===== src/sv/qrs_pkg.sv =====
// Shared types and constants for the quadratic root solver.
// No dependencies; imported by every module of the block.
`default_nettype none

package qrs_pkg;

	// Width of the root result words and of the discriminant word.
	localparam int ROOT_W = 40;
	localparam int DISC_W = 34;

	// Result classification.
	typedef enum logic [1:0] {
		ST_NOT_QUAD = 2'd0,
		ST_NO_ROOT  = 2'd1,
		ST_DOUBLE   = 2'd2,
		ST_TWO      = 2'd3
	} status_t;

	// Per-cycle pipeline control handed to each pipelined unit.
	typedef struct packed {
		logic en;
		logic vld;
	} pipe_ctl_t;

endpackage

`default_nettype wire


===== src/sv/qrs_div.sv =====
// Pipelined unsigned restoring divider, one quotient bit per register stage.
// Depends on qrs_pkg for the pipeline control struct.
`default_nettype none

module qrs_div #(
	parameter int NW  = 34,
	parameter int DVW = 17,
	parameter int SBW = 8
) (
	input  wire logic               clk,
	input  wire logic               arst_n,
	input  wire qrs_pkg::pipe_ctl_t ctl,
	input  wire logic [NW-1:0]      num,
	input  wire logic [DVW-1:0]     den,
	input  wire logic [SBW-1:0]     sb_in,
	output logic                    vld_out,
	output logic [NW-1:0]           quo,
	output logic [SBW-1:0]          sb_out
);
	import qrs_pkg::*;

	logic [NW-1:0]  n_s   [0:NW];
	logic [DVW-1:0] d_s   [0:NW];
	logic [DVW:0]   rem_s [0:NW];
	logic [NW-1:0]  q_s   [0:NW];
	logic [SBW-1:0] sb_s  [0:NW];
	logic           vld_s [0:NW];

	assign n_s[0]   = num;
	assign d_s[0]   = den;
	assign rem_s[0] = '0;
	assign q_s[0]   = '0;
	assign sb_s[0]  = sb_in;
	assign vld_s[0] = ctl.vld;

	for (genvar k = 0; k < NW; k++) begin : g_stage
		logic [DVW:0] rem_sh;
		logic         ge;
		logic [DVW:0] rem_nx;

		// Shift in the next dividend bit and subtract when it fits.
		always_comb begin
			rem_sh = {rem_s[k][DVW-1:0], n_s[k][NW-1]};
			ge     = (rem_sh >= {1'b0, d_s[k]});
			rem_nx = ge ? (rem_sh - {1'b0, d_s[k]}) : rem_sh;
		end

		always_ff @(posedge clk or negedge arst_n) begin
			if (!arst_n) begin
				vld_s[k+1] <= 1'b0;
			end else if (ctl.en) begin
				vld_s[k+1] <= vld_s[k];
			end
		end

		always_ff @(posedge clk) begin
			if (ctl.en) begin
				n_s[k+1]   <= {n_s[k][NW-2:0], 1'b0};
				d_s[k+1]   <= d_s[k];
				rem_s[k+1] <= rem_nx;
				q_s[k+1]   <= {q_s[k][NW-2:0], ge};
				sb_s[k+1]  <= sb_s[k];
			end
		end
	end

	assign vld_out = vld_s[NW];
	assign quo     = q_s[NW];
	assign sb_out  = sb_s[NW];

endmodule

`default_nettype wire


===== config.mk =====
export PLATFORM = sky130hd
export DESIGN_NAME = qrs_div
export DESIGN_NICKNAME = d
export VERILOG_FILES = /design/src/sv/qrs_pkg.sv /design/src/sv/qrs_div.sv
export SDC_FILE = /design/constraint.sdc
export NUM_CORES = 2
export LEC_CHECK = 0
export BUFFER_PORTS_ARGS = -buffer_cell sky130_fd_sc_hd__buf_2
export CAP_MARGIN = 10
export CORE_ASPECT_RATIO = 1.25
export CORE_MARGIN = 3
export CORE_UTILIZATION = 35
export CTS_CLUSTER_SIZE = 16
export DETAILED_ROUTE_END_ITERATION = 6
export GPL_TIMING_DRIVEN = 0
export PLACE_DENSITY = 0.5
export REMOVE_ABC_BUFFERS = 1
export SLEW_MARGIN = 20
export SYNTH_ARGS = -nofsm -noshare
export SYNTH_HDL_FRONTEND = slang
export SYNTH_SLANG_ARGS = --single-unit

===== constraint.sdc =====
create_clock -name clk -period 5.5 [get_ports clk]
set_input_delay 0.825 -clock clk [delete_from_list [all_inputs] [get_ports clk]]
set_output_delay 0.825 -clock clk [all_outputs]
set_load 0.02 [all_outputs]

==> flow_metrics.env <==
export IMPL_rrSetupSlack_ns=0.84
export IMPL_synth_compound_area_frac=0.0848
export IMPL_worstPathArrival_ns=5.21
export IMPL_syn_area_sq_um=110000
export IMPL_globalplace_congestion=0.837
export IMPL_clockRootBuffer="clkbuf_16"
export IMPL_rows=229
export IMPL_wl_um=193000
export IMPL_htree_levels=5
export IMPL_firstDrtPassIters=5
export IMPL_final_nets=8260
export IMPL_ys_seq_elements=2584
export IMPL_whs_ns=0.154
export IMPL_layout_cells_most_common="edfxtp_1"
export IMPL_r2r_cells=13
export IMPL_startpoint_type="flop"
export IMPL_fin_skew_ns=0.0600
export IMPL_dp_hpwl_um=130000
export IMPL_ys_seq_area_frac=0.702
export IMPL_grt_pass1_wl_um=308000
export IMPL_synth_cells=7297
export IMPL_synth_mux_area_frac=0.0335
export IMPL_cts_tree="yes"
export IMPL_io_buffers=105
export IMPL_critPathKind="reg2reg"
export IMPL_tns_ns=0
export IMPL_dp_cells=11500
export IMPL_synth_warnings=0
export IMPL_cts_num_sinks=2584
export IMPL_finalPower_mw=68.4
export IMPL_clock_fmax_mhz=215
export IMPL_power_density_nw_per_um2=544
export IMPL_worstPathMaxFanout=18
export IMPL_leakagePower_nw=47.3
export IMPL_synth_fa_ha_area_frac=0.0697
export IMPL_vdd_drop_max_uv=262
export IMPL_antenna_found_initial=2
export IMPL_first_iter_violations=3496
export IMPL_ys_types=86
export IMPL_async_flop_share=0.0132
export IMPL_numCtsBuffers=290
export IMPL_synth_top_family_by_area="compound AO/OA/AOI/OAI gates"
export IMPL_wl_per_cell_um=16.1
export IMPL_synth_simple_area_share=0.0447
export IMPL_dieHeight_um=633
export IMPL_drtAntennaViolNets=0
export IMPL_io_pins=106
export IMPL_crit_path_end_kind="flop"
export IMPL_fill_cells=28500
export IMPL_vias=57500
export IMPL_max_slew_margin_rel=0.263
export IMPL_cts_clk_slew_worst_paths_ns=0.06
export IMPL_synthFlopType="edfxtp_1"
export IMPL_tightest_slew_ns=1.10
export IMPL_rsz0062_at_grt="false"
export IMPL_slowest_delay_ns=0.84
export IMPL_finalSetupViolCount=0
export IMPL_finalMaxSlewViolations=0
export IMPL_multi_input_area_sq_um=29700
export IMPL_stdcell_count=12000
export IMPL_hold_depth=1
export IMPL_cts_buffer_depth=4
export IMPL_areaGrowthSynthToFinish_pct=13.9
export IMPL_die_w_um=508
export IMPL_layout_cells_most_common_list="edfxtp_1, inv_1, ha_1, a21oi_1, nor2_1"
export IMPL_track_usage=0.117
export IMPL_drv_cap=0
export IMPL_start_util=0.353
export IMPL_post_cts_setup_buffers=0
export IMPL_cp_depth=13
export IMPL_grt_ovfl_total=0
export IMPL_synth_edf_count=2550
export IMPL_insertion_delay_ns=0.85
export IMPL_regArea_sq_um=77400
export IMPL_finalHoldViolCount=0
export IMPL_grt_start_max_net_pins=145
export IMPL_post_place_ws_ns=0.662
export IMPL_cp_buffers_inverters=2
export IMPL_core_area_sq_um=312000
export IMPL_vias_per_cell=4.80
export IMPL_layout_drive_gt1_share=0.0908
export IMPL_path_delay_family="compound AO/OA/AOI/OAI gates"
export IMPL_grt_pass1_vias=60500
export IMPL_dieArea_sq_um=322000
export IMPL_drc=0
export IMPL_synth_xor_area_frac=0.0350
export IMPL_path_cells="inv_1 -> ha_1 -> inv_1 -> fa_1 -> a21o_1 -> a21oi_1 -> nor2b_1 -> o21a_1 -> nor2_1 -> o21ai_1 -> a211oi_1 -> o21a_1 -> mux2_2"
export IMPL_postLayoutSetupSlackWorst_ns=0.843
export IMPL_crit_required_ns=6.06
export IMPL_period_share=0.847
export IMPL_status="completed"
export IMPL_hold_class="in2reg"
export IMPL_postSynthAreaPerCell_sq_um=15.1
export IMPL_layout_min_cycle_time_ns=4.66
export IMPL_cp_slowest_cell="o21a_1"
[synth_stat cells (60+ instances only)]
cell	number	area (sq um)
a21o_1	207	1550
a21oi_1	492	2460
edfxtp_1	2550	76600
ha_1	563	7040
inv_1	680	2550
mux2_1	199	2240
mux2_2	84	946
nand2_1	289	1080
nand3_1	64	320
nand4_1	68	425
nor2_1	358	1340
nor3_1	68	340
o21a_1	60	450
o21ai_0	118	591
o21ai_1	201	1010
o21bai_1	86	646
xnor2_1	286	2500
xor2_1	155	1360
[registers in the layout (all words and copies together) (netlist names)]
| signal | count |
|---|---|
| q_s | 561 |
| sb_out | 8 |
| n_s | 528 |
| vld_out | 1 |
| quo | 34 |
| d_s | 561 |
| g_stage.rem_sh | 594 |
| vld_s | 33 |
| sb_s | 264 |
[cell families after synthesis]
family          count (synthesis)
buf+inv                       816
flops                        2584
fa+ha+maj                     595
simple gates                 1064
mux                           322
xor+xnor                      441
compound gates               1475
[area by class of cell]
cell class                      count  area share
Antenna cell                        5   0.0000996
Sequential cell                  2584       0.616
Multi-Input combinational cell   3897       0.237
Clock buffer                      361      0.0614
Clock inverter                    148      0.0112
Tap cell                         4158      0.0414
Inverter                          687      0.0205
Timing Repair Buffer              142      0.0120
[stage by stage]
stage	utilization	cell area, sq um
floorplan	-	110000
CTS	0.402	126000
global route	0.402	126000
global placement	0.369	115000
finish	0.402	126000
detailed placement	0.373	116000
[power by group]
group          internal (mW)  switching (mW)
Combinational           9.71            12.0
Clock                   11.0            7.69
Sequential              26.4            1.54
Total                   47.1            21.2
[layer usage]
| metal | wire length (um) | part of all wire | GRT usage |
|---|---|---|---|
| met1 | 69200 | 0.36 | 0.116 |
| met2 | 108000 | 0.56 | 0.231 |
| met3 | 7380 | 0.038 | 0.0221 |
| met5 | 0 | 0 | 0 |
| met4 | 8510 | 0.044 | 0.0543 |
[final timing paths]
kind                                            start                      to
worst max-delay path            g_stage[31].rem_sh[0]  g_stage[32].rem_sh[12]
max in group asynchronous                      arst_n                vld_s[1]
min in group asynchronous                      arst_n               vld_s[33]
worst min register to register               q_s[589]                q_s[556]
worst min-delay path                          num[21]               n_s[1144]
worst max register to register  g_stage[31].rem_sh[0]  g_stage[32].rem_sh[12]
[what timing repair did]
item	CTS	global route
setup endpoints to repair	0	0
gates resized for setup	0	0
hold endpoints to repair	34	0
hold buffers	1	0
Note: power is estimated with default switching activity, not from simulation.
