File: src/sv/qrs_pkg.sv
// Shared types and constants for the quadratic root solver.
// No dependencies; imported by every module of the block.
`default_nettype none

package qrs_pkg;

	// Width of the root result words and of the discriminant word.
	localparam int ROOT_W = 40;
	localparam int DISC_W = 34;

	// Result classification.
	typedef enum logic [1:0] {
		ST_NOT_QUAD = 2'd0,
		ST_NO_ROOT  = 2'd1,
		ST_DOUBLE   = 2'd2,
		ST_TWO      = 2'd3
	} status_t;

	// Per-cycle pipeline control handed to each pipelined unit.
	typedef struct packed {
		logic en;
		logic vld;
	} pipe_ctl_t;

endpackage

`default_nettype wire

File: src/sv/qrs_sqrt.sv
// Pipelined integer square root, one root bit resolved per register stage.
// Depends on qrs_pkg for the pipeline control struct.
`default_nettype none

module qrs_sqrt #(
	parameter int IW  = 66,
	parameter int SBW = 8
) (
	input  wire logic               clk,
	input  wire logic               arst_n,
	input  wire qrs_pkg::pipe_ctl_t ctl,
	input  wire logic [IW-1:0]      x,
	input  wire logic [SBW-1:0]     sb_in,
	output logic                    vld_out,
	output logic [IW/2-1:0]         root,
	output logic [SBW-1:0]          sb_out
);
	import qrs_pkg::*;

	localparam int RW = IW / 2;
	localparam int MW = RW + 2;

	logic [IW-1:0]  x_s    [0:RW];
	logic [MW-1:0]  rem_s  [0:RW];
	logic [RW-1:0]  root_s [0:RW];
	logic [SBW-1:0] sb_s   [0:RW];
	logic           vld_s  [0:RW];

	// Stage zero is the input word itself.
	assign x_s[0]    = x;
	assign rem_s[0]  = '0;
	assign root_s[0] = '0;
	assign sb_s[0]   = sb_in;
	assign vld_s[0]  = ctl.vld;

	for (genvar k = 0; k < RW; k++) begin : g_stage
		logic [MW-1:0] rem_sh;
		logic [MW-1:0] trial;
		logic          ge;
		logic [MW-1:0] rem_nx;

		// Bring down the next bit pair and try the next root bit.
		always_comb begin
			rem_sh = {rem_s[k][MW-3:0], x_s[k][IW-1 -: 2]};
			trial  = {root_s[k], 2'b01};
			ge     = (rem_sh >= trial);
			rem_nx = ge ? (rem_sh - trial) : rem_sh;
		end

		// Valid bit of the stage.
		always_ff @(posedge clk or negedge arst_n) begin
			if (!arst_n) begin
				vld_s[k+1] <= 1'b0;
			end else if (ctl.en) begin
				vld_s[k+1] <= vld_s[k];
			end
		end

		// Data of the stage.
		always_ff @(posedge clk) begin
			if (ctl.en) begin
				x_s[k+1]    <= {x_s[k][IW-3:0], 2'b00};
				rem_s[k+1]  <= rem_nx;
				root_s[k+1] <= {root_s[k][RW-2:0], ge};
				sb_s[k+1]   <= sb_s[k];
			end
		end
	end

	assign vld_out = vld_s[RW];
	assign root    = root_s[RW];
	assign sb_out  = sb_s[RW];

endmodule

`default_nettype wire

File: config.mk
export PLATFORM = sky130hd
export DESIGN_NAME = qrs_sqrt
export DESIGN_NICKNAME = d
export VERILOG_FILES = /design/src/sv/qrs_pkg.sv /design/src/sv/qrs_sqrt.sv
export SDC_FILE = /design/constraint.sdc
export NUM_CORES = 2
export LEC_CHECK = 0
export ABC_AREA = 0
export BUFFER_PORTS_ARGS = -buffer_cell sky130_fd_sc_hd__buf_2
export CAP_MARGIN = 5
export CELL_PAD_IN_SITES_DETAIL_PLACEMENT = 0
export CELL_PAD_IN_SITES_GLOBAL_PLACEMENT = 1
export CORE_MARGIN = 3
export CORE_UTILIZATION = 35
export DETAILED_ROUTE_END_ITERATION = 16
export PLACE_DENSITY_LB_ADDON = 0.15
export SYNTH_ARGS = -nofsm -noshare
export SYNTH_HDL_FRONTEND = slang
export SYNTH_SLANG_ARGS = --single-unit
File: constraint.sdc
create_clock -name clk -period 4.2 [get_ports clk]
set_input_delay 0.42 -clock clk [delete_from_list [all_inputs] [get_ports clk]]
set_output_delay 0.42 -clock clk [all_outputs]
set_load 0.005 [all_outputs]
==> flow_summary.yaml <==
run_status:
  status: "complete, no violations"
power:
  p_per_area_nw_per_um2: 559
  leakage_nw: 56.3
  power_mw: 84.1
  vdd_drop_max_mv: 0.317
logic_synthesis:
  synthArstFlopShare: 0.0113
  syn_area_um2: 131000
  synth_flop_cell: "edfxtp_1"
  ys_types: 93
  yosysWarnings: 0
  syn_inst: 9687
  synth-seq-cells: 2922
  yosysSeqAreaShare: 0.670
  synth_edf_count: 2889
  syn_avg_cell_area_um2: 13.5
  syn_nets: 10360
final_layout:
  stdcell_area_um2: 150000
  stdcell_count: 15430
  register_area_um2: 87600
  multi_input_area_um2: 39700
  nFillCells: 34607
  drive_gt1_frac: 0.0952
  num-nets-final: 10881
  area_delta_synth_final_pct: 15.0
floorplan:
  die_y_um: 617
  die_area_um2: 381000
  core-area_um2: 371000
  rows: 223
  io_pins: 120
  initial_core_util: 0.353
  die_w_um: 617
setup_path:
  cp.required_ps: 4780
  reg2reg_slack_ps: 220
  cp_slowest_cell: "o21ai_0"
  r2r_end: "g_stage[22].rem_sh[3]"
  arrival_ps: 4570
  crit_top_cell: "o21ai_0"
  worstSetupStartpointType: "flop"
  path_cells: "inv_1 -> ha_1 -> o21ai_0 -> nand3_1 -> a41oi_1 -> o21ai_0 -> a211o_1 -> a21oi_1 -> o31a_2 -> buf_6 -> o21ai_0"
  slowest_delay_ps: 690
  end_kind: "flop"
  cp_max_fo: 39
  r2r-start: "g_stage[21].trial[2]"
  crit_type: "flop to flop"
  reg2reg_depth: 11
placed_design:
  place.gp.congestion: 0.840
  place_area_um2: 139000
  post-dp-hpwl_mm: 201
  io_buffers: 119
  dp.cells: 14744
  place_ws_ps: 29.0
global_route:
  track_usage: 0.145
  grt_pass1_vias: 76105
  grt_pass1_wl_mm: 440
  grt_start_max_net_pins: 166
  antenna_found_initial: 8
  overflow: 0
clock_network:
  cts_root_buf: "clkbuf_16"
  cts_made_buffers: 334
  cts_tree: "yes"
  cts_max_level: 5
  clockBufferDepth: 4
  clkLatencyLatePin_ps: 910
  clk_pin_slew_worst_paths_ps: 60
  cts.sinks: 2922
route:
  antenna_left: 0
  drtPass1Iterations: 6
  vias_per_cell: 4.88
  wl_per_cell_um: 18.2
  vias: 75342
  drt_wl_total_mm: 281
  drt_iter0_markers: 5056
  drcViolationCount: 0
timing:
  period_share: 0.948
  fin_worst_skew_ps: 45.3
  worstMarginPinSlew_ps: 1360
  fin_crit_ps: 3980
  hold_violations: 0
  drv_slew: 0
  setup_viol: 0
  fmax_mhz: 251
  rsz0062_at_grt: "false"
  setup_tns_ps: 0
  setup_ws_ps: 217
  max_slew_margin: 0.0816
min_path:
  hold_path_class: "primary input to asynchronous set/reset pin"
flow_run:
  drv_cap: 0
stage by stage:
stage | hold WS (ps) | util
final | 107 | 0.406
after global routing | 127 | 0.406
after CTS | 14.0 | 0.406
after detailed placement | 405 | 0.374
after global placement | 400 | 0.374
after floorplan | 124 | -
sequential cells by signal (all words and copies together) (netlist names):
| name | flops |
|---|---|
| g_stage.rem_sh | 1072 |
| x_s | 992 |
| g_stage.trial | 528 |
| sb_s | 256 |
| root | 33 |
| vld_s | 32 |
| sb_out | 8 |
| vld_out | 1 |
placed cells by master, fill, tap and decap left out, drive strengths merged, types with 33 or more instances in the layout:
master / instances
edfxtp: 2889
inv: 771
nand2: 730
ha: 595
o21ai: 564
nor2: 505
a21oi: 504
xnor2: 425
clkbuf: 400
xor2: 391
buf: 295
nor3: 230
a21o: 227
nand2b: 145
clkinv: 142
nand3: 136
mux2: 126
o21a: 111
nor4: 108
nand4: 97
or3: 87
nor2b: 79
dlygate4sd3: 78
o31ai: 69
or4: 55
a31oi: 50
a211oi: 49
o21bai: 44
and3: 41
or2: 37
and2: 34
dfrtp: 33
worst max-delay path: cells and delay by family, from the launching register on:
family          cells  cell delay [ps]
compound gates      7             2410
fa+ha+maj           1              340
simple gates        1              140
buf+inv             2              300
flops               1              480
worst max-delay path by stage:
stage,start,slack [ps],cells after the start,end
floorplan,g_stage[23].rem_sh[3],390,11,g_stage[24].rem_sh[14]
global placement,g_stage[21].trial[2],-40,11,g_stage[22].rem_sh[3]
detailed placement,g_stage[21].trial[2],30,11,g_stage[22].rem_sh[3]
CTS,g_stage[21].trial[2],50,11,g_stage[22].rem_sh[3]
global route,g_stage[16].rem_sh[2],50,12,g_stage[17].rem_sh[3]
finish,g_stage[21].trial[2],220,11,g_stage[22].rem_sh[3]
final cells by class:
cell class,instances,share of cell area
Multi-Input combinational cell,5822,0.264
Clock inverter,207,0.0147
Antenna cell,1,0.0000166
Clock buffer,400,0.0579
Inverter,755,0.0188
Timing Repair Buffer,373,0.0211
Tap cell,4950,0.0412
Sequential cell,2922,0.582
cells by family after synthesis:
group | share of synthesized area
compound gates | 0.0886
xor+xnor | 0.0547
fa+ha+maj | 0.0569
buf+inv | 0.0274
flops | 0.670
mux | 0.0122
other cells | 0.0000287
simple gates | 0.0904
metal layers:
metal  up-vias  GRT usage  share of wire
li1      36953          -              -
met1     36678      0.189           0.44
met2      1249      0.251           0.49
met3       462     0.0178          0.035
met4         0     0.0449          0.030
met5         -          0              0
report_power, final:
group	switching, mW	internal, mW	total (mW)
logic	9.32	6.96	16.3
clock network	12.0	16.8	28.8
registers	2.33	36.7	39.1
total	23.6	60.5	84.1
synthesized netlist by cell type, types with 33 or more instances:
cell type  count  area [µm²]
o21a_1       111         833
edfxtp_1    2889       86800
a21o_1       227        1700
or4_1         54         405
o31ai_1       68         510
nand3_1      136         681
xor2_1       391        3420
nand2_1      730        2740
nor4_1       102         638
and2_1        34         213
or2_2         35         219
dfrtp_1       33         826
and3_1        41         257
mux2_2       126        1420
inv_1        752        2820
clkbuf_1     165         619
a21oi_1      504        2520
ha_1         595        7440
nor2b_1       79         494
or3_1         86         538
nor2_1       505        1900
o21ai_0      561        2810
a31oi_1       50         313
nand4_1       97         607
a211oi_1      48         360
o21bai_1      44         330
nor3_1       229        1150
nand2b_1     145         907
xnor2_1      425        3720
timing repair:
item / in CTS / in global routing
gates resized for setup: 0 / 3
setup buffers: 0 / 0
hold buffers: 78 / 0
endpoints found under the hold margin: 129 / 0
endpoints found under the setup margin: 0 / 12
No activity file was read; power rests on OpenSTA's default activity.
